<file path="config.mk">
export PLATFORM = sky130hd
export DESIGN_NAME = positional_insert_queue
export DESIGN_NICKNAME = d
export VERILOG_FILES = /design/src/design/piq_pkg.sv /design/src/design/piq_ram.sv /design/src/design/positional_insert_queue.sv
export SDC_FILE = /design/constraint.sdc
export NUM_CORES = 2
export LEC_CHECK = 0
export BUFFER_PORTS_ARGS = -buffer_cell sky130_fd_sc_hd__buf_4
export CORE_ASPECT_RATIO = 2
export CORE_MARGIN = 3
export CORE_UTILIZATION = 50
export DETAILED_ROUTE_END_ITERATION = 8
export MAX_ROUTING_LAYER = met4
export PLACE_DENSITY = 0.75
export SLEW_MARGIN = 20
export SYNTH_ARGS = -nofsm -noshare
export SYNTH_HDL_FRONTEND = slang
export SYNTH_SLANG_ARGS = --single-unit
</file>
<file path="constraint.sdc">
create_clock -name i_clk -period 5.62 [get_ports i_clk]
set_input_delay 0.562 -clock i_clk [delete_from_list [all_inputs] [get_ports i_clk]]
set_output_delay 0.562 -clock i_clk [all_outputs]
set_load 0.01 [all_outputs]
</file>
<file path="src/design/piq_pkg.sv">
// Shared types and codes for the positional insert queue.
// Used by the top level and its port checker; no dependencies.
`default_nettype none

package piq_pkg;

    localparam int unsigned TAG_W   = 16;
    localparam int unsigned VAL_W   = 16;
    localparam int unsigned ENTRY_W = TAG_W + 2 * VAL_W;
    localparam int unsigned POS_W   = 8;
    localparam int unsigned OCC_W   = 7;

    localparam logic ACT_INSERT = 1'b0;
    localparam logic ACT_POP    = 1'b1;

    typedef enum logic [1:0] {
        ST_INSERTED = 2'd0,
        ST_POPPED   = 2'd1,
        ST_EMPTY    = 2'd2,
        ST_FULL     = 2'd3
    } t_status;

endpackage

`default_nettype wire

</file>
<file path="src/design/piq_ram.sv">
// Generic simple dual-port RAM: one write port, one read port, registered read data.
// No dependencies.
`default_nettype none

module piq_ram #(
    parameter int unsigned WIDTH = 48,
    parameter int unsigned DEPTH = 64
) (
    input  wire logic                     i_clk,
    input  wire logic                     i_wr_en,
    input  wire logic [$clog2(DEPTH)-1:0] i_wr_addr,
    input  wire logic [WIDTH-1:0]         i_wr_data,
    input  wire logic [$clog2(DEPTH)-1:0] i_rd_addr,
    output logic      [WIDTH-1:0]         o_rd_data
);

    logic [WIDTH-1:0] r_mem [DEPTH];

    always_ff @(posedge i_clk) begin
        if (i_wr_en) begin
            r_mem[i_wr_addr] <= i_wr_data;
        end
        o_rd_data <= r_mem[i_rd_addr];
    end

endmodule

`default_nettype wire

</file>
<file path="src/design/positional_insert_queue.sv">
// Positional insert queue: top level with a small sequencer over one RAM.
// Depends on piq_pkg and piq_ram.
//
// Usage:
//   Input channel (i_in_valid / o_in_stall) carries one beat per item: an
//   insert at a 1-based position (0 or 1 means head, beyond occupancy means
//   tail) or a pop of the head entry. Output channel (o_out_valid /
//   i_out_stall) returns exactly one beat per item: status, popped entry
//   (zero unless popped) and occupancy after the item.
//   Entries live in a circular buffer with head and tail pointers. An insert
//   at slot s with occupancy c moves c - s entries one place toward the tail,
//   one entry per cycle through the single RAM read and write port.
//   An empty pop or a dropped insert goes straight to the final step; a pop
//   first takes the head entry (S_POP), an insert first shifts (S_SHIFT, when
//   anything moves) and writes the new entry (S_WRITE). o_in_stall stays
//   high from accept until the sequencer is back idle. The sequencer holds
//   in its final step while i_out_stall keeps the output register occupied.
//   Reset empties the queue at once (count, head and tail cleared, RAM content
//   left as is) and drops any pending result.
`default_nettype none

module positional_insert_queue #(
    parameter int unsigned DEPTH = 64
) (
    input  wire logic                          i_clk,
    input  wire logic                          i_rst_n,
    input  wire logic                          i_in_valid,
    output logic                               o_in_stall,
    input  wire logic                          i_action,
    input  wire logic [piq_pkg::POS_W-1:0]     i_position,
    input  wire logic [piq_pkg::TAG_W-1:0]     i_entry_tag,
    input  wire logic [piq_pkg::VAL_W-1:0]     i_first_value,
    input  wire logic [piq_pkg::VAL_W-1:0]     i_second_value,
    output logic                               o_out_valid,
    input  wire logic                          i_out_stall,
    output piq_pkg::t_status                   o_status,
    output logic      [piq_pkg::TAG_W-1:0]     o_out_tag,
    output logic      [piq_pkg::VAL_W-1:0]     o_out_first,
    output logic      [piq_pkg::VAL_W-1:0]     o_out_second,
    output logic      [piq_pkg::OCC_W-1:0]     o_occupancy
);

    import piq_pkg::*;

    localparam int unsigned AW = $clog2(DEPTH);
    localparam int unsigned CW = $clog2(DEPTH + 1);
    localparam int unsigned SW = (CW > POS_W) ? CW : POS_W;

    typedef enum logic [2:0] {
        S_IDLE,
        S_SHIFT,
        S_WRITE,
        S_POP,
        S_DONE
    } t_state;

    function automatic logic [AW-1:0] ptr_inc(input logic [AW-1:0] p);
        return (p == AW'(DEPTH - 1)) ? '0 : p + AW'(1);
    endfunction

    function automatic logic [AW-1:0] ptr_dec(input logic [AW-1:0] p);
        return (p == '0) ? AW'(DEPTH - 1) : p - AW'(1);
    endfunction

    t_state               r_state;
    logic [CW-1:0]        r_count;
    logic [AW-1:0]        r_head;
    logic [AW-1:0]        r_tail;
    logic [AW-1:0]        r_rd_ptr;
    logic [AW-1:0]        r_wr_ptr;
    logic [CW-1:0]        r_left;
    logic                 r_pend;
    logic [ENTRY_W-1:0]   r_entry;
    logic [ENTRY_W-1:0]   r_pop;
    t_status              r_status;

    logic                 r_out_valid;
    t_status              r_out_status;
    logic [ENTRY_W-1:0]   r_out_entry;
    logic [OCC_W-1:0]     r_out_occ;

    logic                 in_accept;
    logic                 out_free;
    logic                 full;
    logic [SW-1:0]        slot_raw;
    logic [CW-1:0]        slot;
    logic [CW-1:0]        moves;

    logic                 ram_wr_en;
    logic [AW-1:0]        ram_wr_addr;
    logic [ENTRY_W-1:0]   ram_wr_data;
    logic [AW-1:0]        ram_rd_addr;
    logic [ENTRY_W-1:0]   ram_rd_data;

    assign in_accept = i_in_valid && !o_in_stall;
    assign out_free  = !r_out_valid || !i_out_stall;
    assign full      = (r_count == CW'(DEPTH));

    always_comb begin
        slot_raw = (i_position <= POS_W'(1)) ? '0 : SW'(i_position - POS_W'(1));
        slot     = (slot_raw > SW'(r_count)) ? r_count : CW'(slot_raw);
        moves    = r_count - slot;
    end

    always_comb begin
        ram_wr_en   = 1'b0;
        ram_wr_addr = r_wr_ptr;
        ram_wr_data = ram_rd_data;
        ram_rd_addr = r_head;
        case (r_state)
            S_SHIFT: begin
                ram_wr_en   = r_pend;
                ram_rd_addr = r_rd_ptr;
            end
            S_WRITE: begin
                ram_wr_en   = 1'b1;
                ram_wr_data = r_entry;
            end
            default: begin
                ram_wr_en = 1'b0;
            end
        endcase
    end

    piq_ram #(
        .WIDTH (ENTRY_W),
        .DEPTH (DEPTH)
    ) u_ram (
        .i_clk     (i_clk),
        .i_wr_en   (ram_wr_en),
        .i_wr_addr (ram_wr_addr),
        .i_wr_data (ram_wr_data),
        .i_rd_addr (ram_rd_addr),
        .o_rd_data (ram_rd_data)
    );

    always_ff @(posedge i_clk) begin
        if (!i_rst_n) begin
            r_state     <= S_IDLE;
            r_count     <= '0;
            r_head      <= '0;
            r_tail      <= '0;
            r_pend      <= 1'b0;
            r_out_valid <= 1'b0;
        end else begin
            if (r_out_valid && !i_out_stall && r_state != S_DONE) begin
                r_out_valid <= 1'b0;
            end
            case (r_state)
                S_IDLE: begin
                    if (in_accept) begin
                        r_entry <= {i_entry_tag, i_first_value, i_second_value};
                        r_pop   <= '0;
                        r_pend  <= 1'b0;
                        if (i_action == ACT_POP) begin
                            if (r_count == '0) begin
                                r_status <= ST_EMPTY;
                                r_state  <= S_DONE;
                            end else begin
                                r_state <= S_POP;
                            end
                        end else if (full) begin
                            r_status <= ST_FULL;
                            r_state  <= S_DONE;
                        end else begin
                            r_rd_ptr <= ptr_dec(r_tail);
                            r_wr_ptr <= r_tail;
                            r_left   <= moves;
                            r_state  <= (moves == '0) ? S_WRITE : S_SHIFT;
                        end
                    end
                end
                S_SHIFT: begin
                    if (r_pend) begin
                        r_wr_ptr <= ptr_dec(r_wr_ptr);
                    end
                    if (r_left != '0) begin
                        r_rd_ptr <= ptr_dec(r_rd_ptr);
                        r_left   <= r_left - CW'(1);
                        r_pend   <= 1'b1;
                    end else begin
                        r_pend  <= 1'b0;
                        r_state <= S_WRITE;
                    end
                end
                S_WRITE: begin
                    r_count  <= r_count + CW'(1);
                    r_tail   <= ptr_inc(r_tail);
                    r_status <= ST_INSERTED;
                    r_state  <= S_DONE;
                end
                S_POP: begin
                    r_pop    <= ram_rd_data;
                    r_count  <= r_count - CW'(1);
                    r_head   <= ptr_inc(r_head);
                    r_status <= ST_POPPED;
                    r_state  <= S_DONE;
                end
                S_DONE: begin
                    if (out_free) begin
                        r_out_valid  <= 1'b1;
                        r_out_status <= r_status;
                        r_out_entry  <= r_pop;
                        r_out_occ    <= OCC_W'(r_count);
                        r_state      <= S_IDLE;
                    end
                end
                default: begin
                    r_state <= S_IDLE;
                end
            endcase
        end
    end

    assign o_in_stall   = (r_state != S_IDLE);
    assign o_out_valid  = r_out_valid;
    assign o_status     = r_out_status;
    assign o_out_tag    = r_out_entry[ENTRY_W-1 -: TAG_W];
    assign o_out_first  = r_out_entry[2*VAL_W-1 -: VAL_W];
    assign o_out_second = r_out_entry[VAL_W-1:0];
    assign o_occupancy  = r_out_occ;

endmodule

`default_nettype wire

</file>
==> results.py <==
metrics = {
    "outcome": {
        "status": "finished, final reports clean",
    },
    "floorplanning": {
        "die_w_um": 361,
        "num_rows": 260,
        "coreArea_um2": 251000,
        "initial_utilization": 0.503,
        "die_h_um": 717,
        "dieArea_um2": 259000,
        "boundaryPins": 120,
    },
    "sta": {
        "setup_violations": 0,
        "fmaxAchievable_mhz": 228,
        "fin_setup_tns_ps": 0,
        "min_period_ps": 4390,
        "max-slew-margin-rel": 0.138,
        "hold_viol": 0,
        "drv_slew": 0,
        "period_share": 0.780,
        "fin_skew_ps": 49.3,
        "worst_pin_slew_ps": 1290,
        "rsz0062_at_grt": "false",
    },
    "power": {
        "p_sw_mw": 13.7,
        "ir_worst_vdd_mv": 0.281,
        "p_per_area_nw_per_um2": 389,
        "comb_power_share": 0.120,
        "sw_frac_of_total": 0.245,
        "power.leakage_nw": 54.1,
        "fin_total_pwr_mw": 55.7,
        "p_int_mw": 42.1,
        "pwr-share-clk": 0.334,
        "power_frac_seq": 0.546,
    },
    "global_route": {
        "grt_max_degree": 89,
        "grt_overflow": 0,
        "antenna_found_initial": 12,
        "groute.usage.overall": 0.289,
        "first_global_vias": 69400,
        "grt_pass1_wl_mm": 512,
    },
    "final_layout": {
        "num-nets-final": 7258,
        "area_delta_synth_final_pct": 13.3,
        "drive_gt1_frac": 0.128,
        "final_util": 0.570,
        "fill_cells": 18200,
    },
    "yosys": {
        "yosys_most_used_dff": "edfxtp_1",
        "synthesis.area_um2": 126000,
        "synth_warnings": 0,
        "synthArstFlopShare": 0,
        "ys_types": 50,
        "syn_avg_cell_area_um2": 18.6,
        "ys_ff_latch": 3318,
        "synth_seq_area_share": 0.783,
        "syn_inst": 6798,
        "syn_nets": 6891,
        "synth_edf_count": 3246,
    },
    "route": {
        "first_pass_iters": 6,
        "routedWlPerCell_um": 34.9,
        "avgViaCountPerCell": 6.58,
        "vias": 70000,
        "detail_route.drc_violations": 0,
        "drt_iter0_drc": 9479,
        "detail-route-antenna-nets": 0,
        "finalWirelength_mm": 371,
    },
    "clock_tree": {
        "cts_sinks": 3318,
        "cts_tree": "yes",
        "numCtsBuffers": 270,
        "cts_root_buf": "clkbuf_16",
        "clockBufferDepth": 4,
        "h-tree-depth": 5,
        "clkTransAtPathRegs_ps": 70,
        "insertion_delay_ps": 870,
    },
    "setup_path": {
        "regToRegSetupSlack_ps": 1590,
        "timing.rr.end": "r_state[1]",
        "start_kind": "input pin",
        "crit-reg2reg-launch": "r_count[1]",
        "cp_max_fo": 12,
        "worst-setup-path-type": "input pin to flip-flop",
        "cp_data_required_time_ps": 6360,
        "crit_path_end_kind": "flip-flop",
        "reg2reg_depth": 19,
        "worstPathArrival_ps": 5130,
    },
    "run": {
        "cap_violations": 0,
    },
    "placement": {
        "place.gp.congestion": 0.878,
        "port_buffers": 119,
        "place_hpwl_mm": 199,
    },
    "min_path": {
        "min_to": "r_status[0]",
        "holdPathStages": 2,
        "worstHoldStart": "i_action",
        "min_path_type": "input pin to flip-flop",
    },
}
final cells by class:
cell class                      instances  area (um2)  area share
Clock inverter                        130        1200     0.00839
Clock buffer                          343        7270      0.0508
Inverter                               32         120    0.000839
Tap cell                             3275        4100      0.0286
Timing Repair Buffer                  488        5360      0.0374
Multi-Input combinational cell       3055       26200       0.183
Antenna cell                            7        17.5    0.000122
Sequential cell                      3318       98900       0.691
worst max path at each step:
stage                  start    endpoint  depth (start not counted)
2_1_floorplan     r_state[1]    r_pop[0]                          4
3_3_place_gp   i_position[2]  r_state[1]                         23
3_5_place_dp   i_position[2]  r_state[1]                         21
4_1_cts        i_position[2]  r_state[1]                         21
5_1_grt        i_position[2]  r_state[1]                         21
6_report       i_position[2]  r_state[1]                         22
synth_stat cells, types with 31 or more instances:
cell type,n,area share
a21oi_1,31,0.0012
and3_1,50,0.0025
buf_2,151,0.0060
clkbuf_1,196,0.0058
dfxtp_1,72,0.011
edfxtp_1,3246,0.77
inv_1,31,0.00092
mux2_2,50,0.0045
mux2i_1,1543,0.12
nand2_1,56,0.0017
nor2_1,114,0.0034
nor4_1,52,0.0026
o2111ai_1,48,0.0033
o22ai_1,769,0.038
o41ai_1,144,0.010
per-layer routing:
layer / share of wire / global-route usage / wire [um]
met1: 0.32 / 0.313 / 118000
met2: 0.50 / 0.487 / 187000
met3: 0.094 / 0.0472 / 35100
met4: 0.086 / 0.201 / 32100
met5: 0 / - / 0
sequential cells by signal (all words and copies together) (netlist names), 7 cells and up:
signal and count:
o_occupancy 7, r_left 7, u_ram.o_rd_data 48, r_pop 48
r_entry 48, r_out_entry 48, r_count 7, u_ram.r_mem 3072
power by group through the flow:
stage / registers [mW] / logic (mW) / clock network, mW
CTS: 30.4 / 6.48 / 18.7
floorplan: 30.7 / 4.16 / 0
global placement: 31.0 / 6.17 / 0
detailed placement: 31.0 / 6.43 / 0
global route: 30.4 / 7.01 / 19.6
finish: 30.4 / 6.66 / 18.6
layout by cell type, fill, tap and decap left out, types with 9 or more instances in the layout:
master,Yosys,routed
a21oi_1,31,30
and3_1,50,49
buf_12,0,124
buf_4,23,315
bufinv_16,0,19
clkbuf_1,196,58
clkbuf_16,0,278
clkinv_1,1,47
clkinv_2,0,33
clkinvlp_4,0,12
dfxtp_1,72,71
dlygate4sd3_1,0,48
edfxtp_1,3246,3246
ha_1,30,30
inv_1,31,31
inv_6,0,9
mux2_2,50,40
mux2_4,0,10
mux2i_1,1543,1542
nand2_1,56,48
nand3_1,13,13
nor2_1,114,48
nor2_4,0,66
nor3_1,17,17
nor4_1,52,51
o2111ai_1,48,48
o21ai_0,25,22
o22ai_1,769,769
o41ai_1,144,144
xnor2_1,21,21
xor2_1,11,11
worst max-delay path, cell delays in order:
cell,delay [ps]
buf_4,130
or4_1,580
nor4_1,350
buf_4,200
nor2_1,60
ha_1,180
a21o_1,170
a21oi_1,260
a21oi_1,130
a21oi_1,280
buf_4,250
nor2_1,50
a21oi_1,190
ha_1,260
nor2b_1,130
o31a_1,260
o21a_1,200
o21a_1,180
o211ai_1,210
nor3_1,70
buf_4,140
o311a_1,270
metrics by stage:
| step | std cells | instance area [um2] | hold slack, ps | setup slack (ps) |
|---|---|---|---|---|
| 4_1_cts | 10600 | 143000 | 13.6 | 1170 |
| 5_1_grt | 10600 | 143000 | 46.8 | 870 |
| 3_5_place_dp | 10100 | 134000 | 405 | 286 |
| 2_1_floorplan | 6798 | 126000 | 400 | 568 |
| 3_3_place_gp | 10100 | 134000 | 401 | 48.4 |
| 6_report | 10600 | 143000 | 50.5 | 1230 |
timing repair:
item                      CTS  global route
hold endpoints to repair   48             0
gates resized for setup     0             0
buffers inserted            0             0
hold buffers               48             0
kinds of logic (layout without fill, tap and decap cells):
group	Yosys count	after routing	share of synthesized area
xor+xnor	32	32	0.00222
simple gates	341	341	0.0134
other cells	0	7	0
compound gates	1057	1057	0.0560
mux	1593	1593	0.127
flops	3318	3318	0.783
buf+inv	425	993	0.0152
fa+ha+maj	32	32	0.00329
Note: power is estimated with default switching activity, not from simulation.
